--- src/sv/bfpid_pkg.sv ---
// shared types and constants of the burst-fire pid heater controller
package bfpid_pkg;

    // shared multiplier operand and product widths
    localparam int MUL_A_W = 19;
    localparam int MUL_B_W = 18;
    localparam int PROD_W  = MUL_A_W + MUL_B_W + 1;
    localparam int ACC_W   = 36;

    // request kinds
    localparam logic OP_TICK   = 1'b0;
    localparam logic OP_SAMPLE = 1'b1;

    // phase codes
    localparam logic [1:0] PH_HEAT = 2'd0;
    localparam logic [1:0] PH_READ = 2'd1;
    localparam logic [1:0] PH_IDLE = 2'd2;

    // register indexes
    localparam logic [2:0] REG_SETPOINT   = 3'd0;
    localparam logic [2:0] REG_STAND_TEMP = 3'd1;
    localparam logic [2:0] REG_GAIN_P     = 3'd2;
    localparam logic [2:0] REG_GAIN_I     = 3'd3;
    localparam logic [2:0] REG_GAIN_D     = 3'd4;
    localparam logic [2:0] REG_INTEG_CAP  = 3'd5;
    localparam logic [2:0] REG_HALF_CYC   = 3'd6;
    localparam logic [2:0] REG_SCALE      = 3'd7;

    // calibration and control constants
    localparam logic [MUL_B_W-1:0] CAL_GAIN   = 18'd51;
    localparam logic [21:0]        CAL_BIAS   = 22'd163840;
    localparam logic [MUL_B_W-1:0] RECIP_5    = 18'd209716;
    localparam logic [MUL_B_W-1:0] RECIP_25   = 18'd41944;
    localparam logic signed [16:0] CAL_OFFSET = 17'sd4356;
    localparam logic signed [16:0] TEMP_LOW   = 17'sd80;
    localparam logic signed [16:0] TEMP_HIGH  = 17'sd6880;
    localparam logic signed [16:0] TEMP_MAX   = 17'sd32767;
    localparam logic [10:0]        POWER_FULL = 11'd1024;
    localparam logic signed [ACC_W-1:0] SUM_SAT = 36'sd410000;

    typedef enum logic [15:0] {
        ST_IDLE     = 16'b0000_0000_0000_0001,
        ST_TICK_MUL = 16'b0000_0000_0000_0010,
        ST_TICK_FIN = 16'b0000_0000_0000_0100,
        ST_CAL_P    = 16'b0000_0000_0000_1000,
        ST_CAL_RH   = 16'b0000_0000_0001_0000,
        ST_CAL_RL   = 16'b0000_0000_0010_0000,
        ST_CAL_DIV  = 16'b0000_0000_0100_0000,
        ST_CAL_FIN  = 16'b0000_0000_1000_0000,
        ST_PID_E    = 16'b0000_0001_0000_0000,
        ST_PID_P    = 16'b0000_0010_0000_0000,
        ST_PID_I    = 16'b0000_0100_0000_0000,
        ST_PID_D    = 16'b0000_1000_0000_0000,
        ST_PID_S    = 16'b0001_0000_0000_0000,
        ST_PID_DIV  = 16'b0010_0000_0000_0000,
        ST_PID_FIN  = 16'b0100_0000_0000_0000,
        ST_DONE     = 16'b1000_0000_0000_0000
    } t_state;

endpackage

--- src/sv/bfpid_mul.sv ---
// shared registered signed-by-unsigned multiplier
module bfpid_mul import bfpid_pkg::*; (
    input  logic                      i_clk,
    input  logic signed [MUL_A_W-1:0] i_a,
    input  logic        [MUL_B_W-1:0] i_b,
    output logic signed [PROD_W-1:0]  o_prod
);

    logic signed [PROD_W-1:0] r_prod;

    always_ff @(posedge i_clk) begin
        r_prod <= PROD_W'(i_a) * PROD_W'($signed({1'b0, i_b}));
    end

    assign o_prod = r_prod;

endmodule

--- src/sv/burst_fire_pid_heater_controller.sv ---
// Burst-fire PID heater controller top level. One request is taken at a time: s_axis_tready
// is high only while the sequencer is idle. A half-cycle tick runs the multiply and finish
// steps of the tick path; a sample ignored in the heating phase goes straight to the output
// step; an out-of-range sample runs the calibration steps only; and a full calibration plus
// PID step runs the error, gain, sum and divide steps, the divide skipped when the sum is not
// positive or saturates. s_axis_tready rises again as the result register loads. Every
// multiply of the tick, calibration and PID arithmetic goes through one registered 19x18
// multiplier, one product per cycle. A finished result sits in the output
// register while the next request is taken; the sequencer waits in its last step only
// while that register is still full. Configuration writes are taken in any cycle.
module burst_fire_pid_heater_controller import bfpid_pkg::*; (
    input  logic        i_clk,
    input  logic        i_rst_n,
    input  logic        s_axis_tvalid,
    output logic        s_axis_tready,
    // adc_sum[12:0], cj_temp[24:13], stand_sel[25], ext_faults[27:26]
    input  logic [31:0] s_axis_tdata,
    // operation[0]
    input  logic        s_axis_tuser,
    output logic        m_axis_tvalid,
    input  logic        m_axis_tready,
    // heater_on[0], phase[2:1], power_level[13:3], measured_temp[29:14],
    // fault_bits[32:30], sample_used[33]
    output logic [39:0] m_axis_tdata,
    input  logic        i_cfg_valid,
    output logic        o_cfg_ready,
    input  logic [2:0]  i_cfg_index,
    input  logic [17:0] i_cfg_data
);

    // configuration
    logic [12:0] r_setpoint, r_stand_temp;
    logic [15:0] r_gain_p, r_gain_i, r_gain_d;
    logic [14:0] r_integ_cap;
    logic [9:0]  r_half_cyc;
    logic [17:0] r_scale;

    // latched request
    logic               r_op, n_op;
    logic [12:0]        r_adc, n_adc;
    logic signed [11:0] r_amb, n_amb;
    logic               r_stand, n_stand;
    logic [1:0]         r_ext, n_ext;

    // controller state
    t_state             r_state, n_state;
    logic [1:0]         r_phase, n_phase;
    logic [9:0]         r_count, n_count;
    logic [10:0]        r_power, n_power;
    logic [14:0]        r_integ, n_integ;
    logic signed [15:0] r_last, n_last;
    logic signed [15:0] r_temp, n_temp;
    logic               r_rfault, n_rfault;
    logic               r_heater, n_heater;
    logic               r_used, n_used;

    // scratch
    logic [15:0]             r_rl, n_rl;
    logic signed [ACC_W-1:0] r_acc, n_acc;
    logic signed [15:0]      r_e, n_e;
    logic signed [16:0]      r_d, n_d;

    // result register
    logic        r_out_valid, n_out_valid;
    logic [39:0] r_out_data, n_out_data;

    // shared multiplier
    logic signed [MUL_A_W-1:0] mul_a;
    logic        [MUL_B_W-1:0] mul_b;
    logic signed [PROD_W-1:0]  r_prod;

    bfpid_mul u_mul (
        .i_clk  (i_clk),
        .i_a    (mul_a),
        .i_b    (mul_b),
        .o_prod (r_prod)
    );

    // datapath temporaries
    logic               ext_heat;
    logic [1:0]         ph1;
    logic [9:0]         cnt1;
    logic [20:0]        tick_sum;
    logic [10:0]        tick_t;
    logic               faulty;
    logic signed [17:0] rh;
    logic [21:0]        cal_y;
    logic [15:0]        q5;
    logic signed [16:0] t17;
    logic [12:0]        target;
    logic signed [16:0] e17;
    logic signed [17:0] integ_sum;
    logic [10:0]        pw_out;

    assign o_cfg_ready = 1'b1;

    always_ff @(posedge i_clk) begin
        if (!i_rst_n) begin
            r_setpoint   <= 13'd5600;
            r_stand_temp <= 13'd2400;
            r_gain_p     <= 16'd256;
            r_gain_i     <= 16'd51;
            r_gain_d     <= 16'd51;
            r_integ_cap  <= 15'd1600;
            r_half_cyc   <= 10'd100;
            r_scale      <= 18'd121563;
        end else if (i_cfg_valid) begin
            unique case (i_cfg_index)
                REG_SETPOINT:   r_setpoint   <= i_cfg_data[12:0];
                REG_STAND_TEMP: r_stand_temp <= i_cfg_data[12:0];
                REG_GAIN_P:     r_gain_p     <= i_cfg_data[15:0];
                REG_GAIN_I:     r_gain_i     <= i_cfg_data[15:0];
                REG_GAIN_D:     r_gain_d     <= i_cfg_data[15:0];
                REG_INTEG_CAP:  r_integ_cap  <= i_cfg_data[14:0];
                REG_HALF_CYC:   r_half_cyc   <= i_cfg_data[9:0];
                REG_SCALE:      r_scale      <= i_cfg_data;
                default: ;
            endcase
        end
    end

    always_comb begin
        n_state     = r_state;
        n_op        = r_op;
        n_adc       = r_adc;
        n_amb       = r_amb;
        n_stand     = r_stand;
        n_ext       = r_ext;
        n_phase     = r_phase;
        n_count     = r_count;
        n_power     = r_power;
        n_integ     = r_integ;
        n_last      = r_last;
        n_temp      = r_temp;
        n_rfault    = r_rfault;
        n_heater    = r_heater;
        n_used      = r_used;
        n_rl        = r_rl;
        n_acc       = r_acc;
        n_e         = r_e;
        n_d         = r_d;
        n_out_valid = r_out_valid && !m_axis_tready;
        n_out_data  = r_out_data;
        mul_a       = '0;
        mul_b       = '0;

        ext_heat  = (s_axis_tdata[27:26] != 2'd0) && (r_phase == PH_HEAT);
        ph1       = ext_heat ? PH_IDLE : r_phase;
        cnt1      = ext_heat ? 10'd0 : r_count;
        tick_sum  = r_prod[20:0] + 21'd512;
        tick_t    = tick_sum[20:10];
        faulty    = r_rfault || (r_ext != 2'd0);
        rh        = {{6{r_amb[11]}}, r_amb} + {3'b000, r_prod[30:16]};
        cal_y     = r_acc[21:0] + {16'd0, r_prod[21:16]} + CAL_BIAS;
        q5        = r_prod[35:20];
        t17       = $signed({1'b0, q5}) - CAL_OFFSET;
        target    = r_stand ? r_stand_temp : r_setpoint;
        e17       = $signed({4'b0000, target}) - {r_temp[15], r_temp};
        integ_sum = $signed({3'b000, r_integ}) + {e17[16], e17};
        pw_out    = faulty ? 11'd0 : r_power;

        unique case (r_state)
            ST_IDLE: begin
                if (s_axis_tvalid) begin
                    n_op     = s_axis_tuser;
                    n_adc    = s_axis_tdata[12:0];
                    n_amb    = s_axis_tdata[24:13];
                    n_stand  = s_axis_tdata[25];
                    n_ext    = s_axis_tdata[27:26];
                    n_heater = 1'b0;
                    n_used   = 1'b0;
                    n_phase  = ph1;
                    if (s_axis_tuser == OP_TICK) begin
                        n_count = (cnt1 != 10'h3FF) ? cnt1 + 10'd1 : cnt1;
                        n_state = ST_TICK_MUL;
                    end else begin
                        n_count = cnt1;
                        n_state = (ph1 == PH_HEAT) ? ST_DONE : ST_CAL_P;
                    end
                end
            end
            ST_TICK_MUL: begin
                mul_a   = (r_phase == PH_HEAT) ? {8'd0, r_power}
                                               : {8'd0, POWER_FULL - r_power};
                mul_b   = {8'd0, r_half_cyc};
                n_state = ST_TICK_FIN;
            end
            ST_TICK_FIN: begin
                if (r_phase == PH_HEAT) begin
                    n_heater = !faulty;
                    if ({1'b0, r_count} >= tick_t) begin
                        n_phase = PH_READ;
                        n_count = 10'd0;
                    end
                end else if (r_phase == PH_IDLE) begin
                    if ({1'b0, r_count} >= tick_t) begin
                        n_phase = faulty ? PH_READ : PH_HEAT;
                        n_count = 10'd0;
                    end
                end
                n_state = ST_DONE;
            end
            ST_CAL_P: begin
                mul_a   = {6'd0, r_adc};
                mul_b   = r_scale;
                n_state = ST_CAL_RH;
            end
            ST_CAL_RH: begin
                mul_a   = {rh[17], rh};
                mul_b   = CAL_GAIN;
                n_rl    = r_prod[15:0];
                n_state = ST_CAL_RL;
            end
            ST_CAL_RL: begin
                n_acc   = r_prod[ACC_W-1:0];
                mul_a   = {3'b000, r_rl};
                mul_b   = CAL_GAIN;
                n_state = ST_CAL_DIV;
            end
            ST_CAL_DIV: begin
                mul_a   = {1'b0, cal_y[20:3]};
                mul_b   = RECIP_5;
                n_state = ST_CAL_FIN;
            end
            ST_CAL_FIN: begin
                n_temp  = (t17 > TEMP_MAX) ? 16'sh7FFF : t17[15:0];
                n_used  = 1'b1;
                n_phase = PH_IDLE;
                n_count = 10'd0;
                if (t17 < TEMP_LOW || t17 > TEMP_HIGH) begin
                    n_rfault = 1'b1;
                    n_state  = ST_DONE;
                end else begin
                    n_rfault = 1'b0;
                    n_state  = ST_PID_E;
                end
            end
            ST_PID_E: begin
                n_e = e17[15:0];
                if (integ_sum < 18'sd0) begin
                    n_integ = 15'd0;
                end else if (integ_sum > $signed({3'b000, r_integ_cap})) begin
                    n_integ = r_integ_cap;
                end else begin
                    n_integ = integ_sum[14:0];
                end
                n_state = ST_PID_P;
            end
            ST_PID_P: begin
                mul_a   = {{3{r_e[15]}}, r_e};
                mul_b   = {2'b00, r_gain_p};
                n_d     = {r_e[15], r_e} - {r_last[15], r_last};
                n_last  = r_e;
                n_state = ST_PID_I;
            end
            ST_PID_I: begin
                n_acc   = r_prod[ACC_W-1:0];
                mul_a   = {4'd0, r_integ};
                mul_b   = {2'b00, r_gain_i};
                n_state = ST_PID_D;
            end
            ST_PID_D: begin
                n_acc   = r_acc + r_prod[ACC_W-1:0];
                mul_a   = {{2{r_d[16]}}, r_d};
                mul_b   = {2'b00, r_gain_d};
                n_state = ST_PID_S;
            end
            ST_PID_S: begin
                n_acc   = r_acc + r_prod[ACC_W-1:0];
                n_state = ST_PID_DIV;
            end
            ST_PID_DIV: begin
                if (r_acc <= 36'sd0) begin
                    n_power = 11'd0;
                    n_state = ST_DONE;
                end else if (r_acc >= SUM_SAT) begin
                    n_power = POWER_FULL;
                    n_state = ST_DONE;
                end else begin
                    mul_a   = {4'd0, r_acc[18:4]};
                    mul_b   = RECIP_25;
                    n_state = ST_PID_FIN;
                end
            end
            ST_PID_FIN: begin
                n_power = r_prod[30:20];
                n_state = ST_DONE;
            end
            ST_DONE: begin
                if (!r_out_valid || m_axis_tready) begin
                    n_power     = pw_out;
                    n_out_valid = 1'b1;
                    n_out_data  = {6'd0, r_used, r_ext, r_rfault, r_temp, pw_out,
                                   r_phase, r_heater};
                    n_state     = ST_IDLE;
                end
            end
            default: n_state = ST_IDLE;
        endcase
    end

    always_ff @(posedge i_clk) begin
        if (!i_rst_n) begin
            r_state     <= ST_IDLE;
            r_phase     <= PH_HEAT;
            r_count     <= 10'd0;
            r_power     <= 11'd0;
            r_integ     <= 15'd0;
            r_last      <= 16'sd0;
            r_temp      <= 16'sd0;
            r_rfault    <= 1'b0;
            r_out_valid <= 1'b0;
        end else begin
            r_state     <= n_state;
            r_phase     <= n_phase;
            r_count     <= n_count;
            r_power     <= n_power;
            r_integ     <= n_integ;
            r_last      <= n_last;
            r_temp      <= n_temp;
            r_rfault    <= n_rfault;
            r_out_valid <= n_out_valid;
        end
    end

    always_ff @(posedge i_clk) begin
        r_op       <= n_op;
        r_adc      <= n_adc;
        r_amb      <= n_amb;
        r_stand    <= n_stand;
        r_ext      <= n_ext;
        r_heater   <= n_heater;
        r_used     <= n_used;
        r_rl       <= n_rl;
        r_acc      <= n_acc;
        r_e        <= n_e;
        r_d        <= n_d;
        r_out_data <= n_out_data;
    end

    assign s_axis_tready = (r_state == ST_IDLE);
    assign m_axis_tvalid = r_out_valid;
    assign m_axis_tdata  = r_out_data;

    // the tick path is entered only for a taken tick, never for a taken sample
    a_op_path: assert property (@(posedge i_clk) disable iff (!i_rst_n)
        (r_state == ST_TICK_MUL) |-> (r_op == OP_TICK))
        else $error("tick path entered for a sample");

    a_busy_after_accept: assert property (@(posedge i_clk) disable iff (!i_rst_n)
        (s_axis_tvalid && s_axis_tready) |=> !s_axis_tready)
        else $error("request taken while busy");

    a_fault_power: assert property (@(posedge i_clk) disable iff (!i_rst_n)
        (m_axis_tvalid && (m_axis_tdata[32:30] != 3'd0)) |-> (m_axis_tdata[13:3] == 11'd0))
        else $error("power left on under a fault");

    a_heater_clean: assert property (@(posedge i_clk) disable iff (!i_rst_n)
        (m_axis_tvalid && m_axis_tdata[0]) |-> ((m_axis_tdata[32:30] == 3'd0)
                                                && !m_axis_tdata[33]))
        else $error("heater on with a fault or on a sample");

    a_used_idle: assert property (@(posedge i_clk) disable iff (!i_rst_n)
        (m_axis_tvalid && m_axis_tdata[33]) |-> (m_axis_tdata[2:1] == PH_IDLE))
        else $error("used sample did not enter idle phase");

    a_power_range: assert property (@(posedge i_clk) disable iff (!i_rst_n)
        r_power <= POWER_FULL)
        else $error("power above full scale");

endmodule

--- config.mk ---
export PLATFORM = sky130hd
export DESIGN_NAME = burst_fire_pid_heater_controller
export DESIGN_NICKNAME = d
export VERILOG_FILES = /design/src/sv/bfpid_pkg.sv /design/src/sv/bfpid_mul.sv /design/src/sv/burst_fire_pid_heater_controller.sv
export SDC_FILE = /design/constraint.sdc
export NUM_CORES = 2
export LEC_CHECK = 0
export ABC_AREA = 1
export BUFFER_PORTS_ARGS = -buffer_cell sky130_fd_sc_hd__buf_2
export CAP_MARGIN = 10
export CORE_ASPECT_RATIO = 1.5
export CORE_MARGIN = 2
export CORE_UTILIZATION = 49
export DETAILED_ROUTE_END_ITERATION = 16
export GPL_TIMING_DRIVEN = 0
export PLACE_DENSITY = 0.65
export SYNTH_ARGS = -nofsm -noshare
export SYNTH_HDL_FRONTEND = slang
export SYNTH_SLANG_ARGS = --single-unit
--- constraint.sdc ---
create_clock -name i_clk -period 11.09 [get_ports i_clk]
set_input_delay 2.218 -clock i_clk [delete_from_list [all_inputs] [get_ports i_clk]]
set_output_delay 2.218 -clock i_clk [all_outputs]
set_load 0.05 [all_outputs]
==> impl_metrics.prom <==
# TYPE chip_impl_metric gauge
chip_impl_info{name="status",value="completed"} 1
chip_impl_metric{name="drt_wl_total",unit="mm"} 123
chip_impl_metric{name="pwr_per_cell_area",unit="mW/mm2"} 91.6
chip_impl_metric{name="final_core_utilization",unit=""} 0.537
chip_impl_metric{name="drc_errors",unit=""} 0
chip_impl_metric{name="layout_stage_area_growth_over_the_synthesis_result",unit="%"} 8.51
chip_impl_info{name="crit_path_end_kind",value="register"} 1
chip_impl_info{name="worst_setup_path_endpoint",value="u_mul.o_prod[32]$_DFF_P_"} 1
chip_impl_metric{name="p_total",unit="mW"} 3.51
chip_impl_info{name="critPathLaunchType",value="register"} 1
chip_impl_metric{name="globalRoute.totalOverflow",unit=""} 0
chip_impl_metric{name="cts.path.max_buffers",unit=""} 3
chip_impl_metric{name="synth_edf_count",unit=""} 149
chip_impl_metric{name="number_of_cell_rows",unit=""} 120
chip_impl_info{name="criticalPathCategory",value="reg2reg"} 1
chip_impl_metric{name="ir_drop",unit="mV"} 0.121
chip_impl_metric{name="synth_area_per_cell",unit="um2"} 7.82
chip_impl_metric{name="cts-buffers-inserted",unit=""} 40
chip_impl_metric{name="critPathArrivalTime",unit="ns"} 10.01
chip_impl_metric{name="max_stage_delay",unit="ns"} 1.04
chip_impl_metric{name="synthDominantCellAreaShare",unit=""} 0.194
chip_impl_info{name="synth_top_cells_by_count",value="927 x sky130_fd_sc_hd__inv_1, 920 x sky130_fd_sc_hd__nand2_1, 365 x sky130_fd_sc_hd__nor2_1, 342 x sky130_fd_sc_hd__fa_1, 274 x sky130_fd_sc_hd__a21oi_1"} 1
chip_impl_info{name="crit_slowest_cell",value="sky130_fd_sc_hd__fa_1"} 1
chip_impl_info{name="tritoncts",value="yes"} 1
chip_impl_metric{name="dp.final_hpwl",unit="mm"} 101
chip_impl_metric{name="via_per_inst",unit=""} 5.51
chip_impl_metric{name="fillers",unit=""} 6917
chip_impl_metric{name="fmax",unit="MHz"} 105
chip_impl_info{name="netlist.top_cell.by_area",value="sky130_fd_sc_hd__fa_1"} 1
chip_impl_metric{name="finalSetupViolations",unit=""} 0
chip_impl_metric{name="antenna_violations_before_repair",unit=""} 1
chip_impl_metric{name="ctsResizeCount",unit=""} 0
chip_impl_info{name="crit-reg2reg-launch",value="u_mul.o_prod[16]$_DFF_P_"} 1
chip_impl_info{name="cts_root_buffer",value="sky130_fd_sc_hd__clkbuf_16"} 1
chip_impl_metric{name="floorplan.io_pins",unit=""} 102
chip_impl_metric{name="leakage",unit="nW"} 19.2
chip_impl_metric{name="asyncSetResetFlopFracSynth",unit=""} 0
chip_impl_metric{name="mappedNetlistArea",unit="mm2"} 0.0353
chip_impl_info{name="crit_start",value="u_mul.o_prod[16]$_DFF_P_"} 1
chip_impl_metric{name="totalNegativeSetupSlack",unit="ns"} 0
chip_impl_metric{name="max_slew_margin",unit=""} 0.102
chip_impl_metric{name="grt_start_max_net_pins",unit=""} 35
chip_impl_metric{name="routedWlPerCell",unit="um"} 21.9
chip_impl_metric{name="rr_worst_depth",unit=""} 35
chip_impl_metric{name="drt-pass1-iter-count",unit=""} 5
chip_impl_info{name="critical-path-top-cell-by-count",value="sky130_fd_sc_hd__nand2_1"} 1
chip_impl_metric{name="die_width",unit="um"} 223
chip_impl_metric{name="netlist-cell-type-count",unit=""} 70
chip_impl_metric{name="grt_pass1_vias",unit=""} 31000
chip_impl_info{name="worst_r2r_endpoint",value="u_mul.o_prod[32]$_DFF_P_"} 1
chip_impl_metric{name="finalNonFillerCells",unit=""} 5600
chip_impl_metric{name="drv_slew",unit=""} 0
chip_impl_metric{name="holdBufCountCts",unit=""} 0
chip_impl_metric{name="worst_slack_on_hold_paths",unit="ns"} 0.430
chip_impl_metric{name="clkSlewWorstSetupHoldPaths",unit="ns"} 0.07
chip_impl_info{name="grt_setup_unrepaired",value="no"} 1
chip_impl_metric{name="clock_sinks",unit=""} 390
chip_impl_metric{name="core_area",unit="mm2"} 0.0713
chip_impl_metric{name="floorplan.initialDensity",unit=""} 0.495
chip_impl_metric{name="synth.yosys.seq_area_share",unit=""} 0.263
chip_impl_metric{name="cp_num_buf_inv",unit=""} 8
chip_impl_metric{name="route.vias.total",unit=""} 30900
chip_impl_metric{name="clock_insertion_delay_worst_skew",unit="ns"} 0.59
chip_impl_metric{name="fp.dieH",unit="um"} 333
chip_impl_metric{name="setup.reg_to_reg.worst_slack",unit="ns"} 1.58
chip_impl_metric{name="fin_skew",unit="ns"} 0.0213
chip_impl_metric{name="synth.ff_latch_count",unit=""} 390
chip_impl_metric{name="final_min_period_over_clock_period",unit=""} 0.857
chip_impl_info{name="min_path_type",value="reg2reg"} 1
chip_impl_metric{name="timing.critical_path.fanout_max",unit=""} 10
chip_impl_metric{name="required",unit="ns"} 11.59
chip_impl_metric{name="grt_first_pass_wirelength",unit="mm"} 184
chip_impl_metric{name="global_route.usage.total",unit=""} 0.334
chip_impl_metric{name="layout.nets",unit=""} 5281
chip_impl_metric{name="final_layout_size_suffix_gt1_frac",unit=""} 0.0677
chip_impl_metric{name="gpl.final_weighted_congestion",unit=""} 0.987
chip_impl_metric{name="yosys_warnings",unit=""} 0
chip_impl_metric{name="first_iter_violations",unit=""} 2257
chip_impl_metric{name="report.final.hold_viol_count",unit=""} 0
chip_impl_metric{name="cap_violations",unit=""} 0
chip_impl_metric{name="number_of_buffers_added_on_ports",unit=""} 85
chip_impl_metric{name="clock_tree.htree_level_count",unit=""} 2
chip_impl_metric{name="design.die.area",unit="mm2"} 0.0743
chip_impl_info{name="post-synth-top-count-cell",value="sky130_fd_sc_hd__inv_1"} 1
chip_impl_metric{name="worst_slew_pin_slew",unit="ns"} 1.33
chip_impl_info{name="synth_top_cells_by_area",value="sky130_fd_sc_hd__fa_1 19%, sky130_fd_sc_hd__dfxtp_1 14%, sky130_fd_sc_hd__edfxtp_1 13%, sky130_fd_sc_hd__inv_1 9.9%, sky130_fd_sc_hd__nand2_1 9.8%"} 1
chip_impl_metric{name="synthCells",unit=""} 4517
chip_impl_info{name="dominantRegCellSynth",value="sky130_fd_sc_hd__dfxtp_1"} 1
chip_impl_metric{name="clock_period_minus_final_worst_setup_slack",unit="ns"} 9.51
chip_impl_metric{name="crit_cells",unit=""} 35
chip_impl_metric{name="cts_setup_buffers",unit=""} 0
chip_impl_metric{name="dpl.cell_count",unit=""} 5527
chip_impl_info{name="critical_path.top_delay_family",value="adder cells"} 1
chip_impl_metric{name="drtAntennaViolNets",unit=""} 0
-- stage by stage --
step	area (um2)	setup slack, ns
floorplan	35300	3.48
global placement	36900	1.75
detailed placement	37000	1.54
CTS	38300	1.51
global route	38300	0.942
finish	38300	1.58
-- routing by layer --
metal,vias up,GRT usage,part of all wire
met5,-,0,0
met3,412,0.0383,0.051
met4,0,0.269,0.099
met1,14800,0.356,0.35
li1,14500,-,-
met2,1142,0.593,0.50
-- worst min-delay path by stage --
stage	from	endpoint	slack (ns)	cells past startpoint
floorplan	r_heater$_SDFFCE_PN0P_	m_axis_tdata[0]$_DFFE_PP_	0.40	0
global placement	r_used$_DFFE_PP_	m_axis_tdata[33]$_DFFE_PP_	0.41	0
detailed placement	r_used$_DFFE_PP_	m_axis_tdata[33]$_DFFE_PP_	0.41	0
CTS	r_used$_DFFE_PP_	m_axis_tdata[33]$_DFFE_PP_	0.43	0
global route	r_used$_DFFE_PP_	m_axis_tdata[33]$_DFFE_PP_	0.46	0
finish	r_used$_DFFE_PP_	m_axis_tdata[33]$_DFFE_PP_	0.43	0
-- cells by family after synthesis --
logic type / count (synthesis) / share of synthesized area
AND/OR/NAND/NOR: 1638 / 0.197
other: 2 / 0.000213
multiplexers: 1 / 0.000284
flip-flops: 390 / 0.263
AO/OA/AOI/OAI: 710 / 0.115
buffers and inverters: 1086 / 0.120
adder cells (fa/ha/maj): 568 / 0.274
XOR/XNOR: 122 / 0.0303
-- area by class of cell --
class | count | area (um2) | share of cell area
diodes | 1 | 2.50 | 0.0000653
well taps | 915 | 1140 | 0.0299
inverters | 958 | 3600 | 0.0940
multi-input cells | 3047 | 21800 | 0.569
clock inverters | 19 | 190 | 0.00496
clock buffers | 53 | 1130 | 0.0296
flip-flops and latches | 390 | 9300 | 0.243
plain buffers | 128 | 649 | 0.0170
repair buffers | 89 | 488 | 0.0127
-- power by group --
group / internal, mW / switching (mW)
Clock: 0.793 / 0.615
Combinational: 0.150 / 0.395
Sequential: 1.53 / 0.0274
-- registers in the layout (all words and copies together), names as in the netlist, 10 cells and up --
register,count
m_axis_tdata,34
r_d,17
r_amb,12
r_half_cyc,10
r_state,16
r_acc,36
r_rl,16
r_gain_i,16
r_stand_temp,13
r_power,11
r_integ_cap,15
u_mul.o_prod,36
r_scale,18
r_setpoint,13
r_last,16
r_temp,16
r_adc,13
r_e,16
r_integ,15
r_count,10
r_gain_p,16
r_gain_d,16
-- cells in the final DEF, fill, tap and decap left out, drive strengths merged, types with 14 or more instances in the layout --
cell type | netlist | routed
a211oi | 24 | 24
a21o | 14 | 14
a21oi | 274 | 274
a31oi | 27 | 27
buf | 68 | 157
clkbuf | 60 | 113
clkinv | 7 | 20
dfxtp | 241 | 241
edfxtp | 149 | 149
fa | 342 | 342
ha | 226 | 226
inv | 951 | 953
nand2 | 929 | 929
nand3 | 178 | 178
nand4 | 50 | 50
nor2 | 380 | 380
nor3 | 42 | 42
nor4 | 17 | 17
o211ai | 23 | 23
o21ai | 261 | 261
or2 | 22 | 22
xnor2 | 48 | 48
xor2 | 74 | 74
Power figures use the tool's default switching activity.
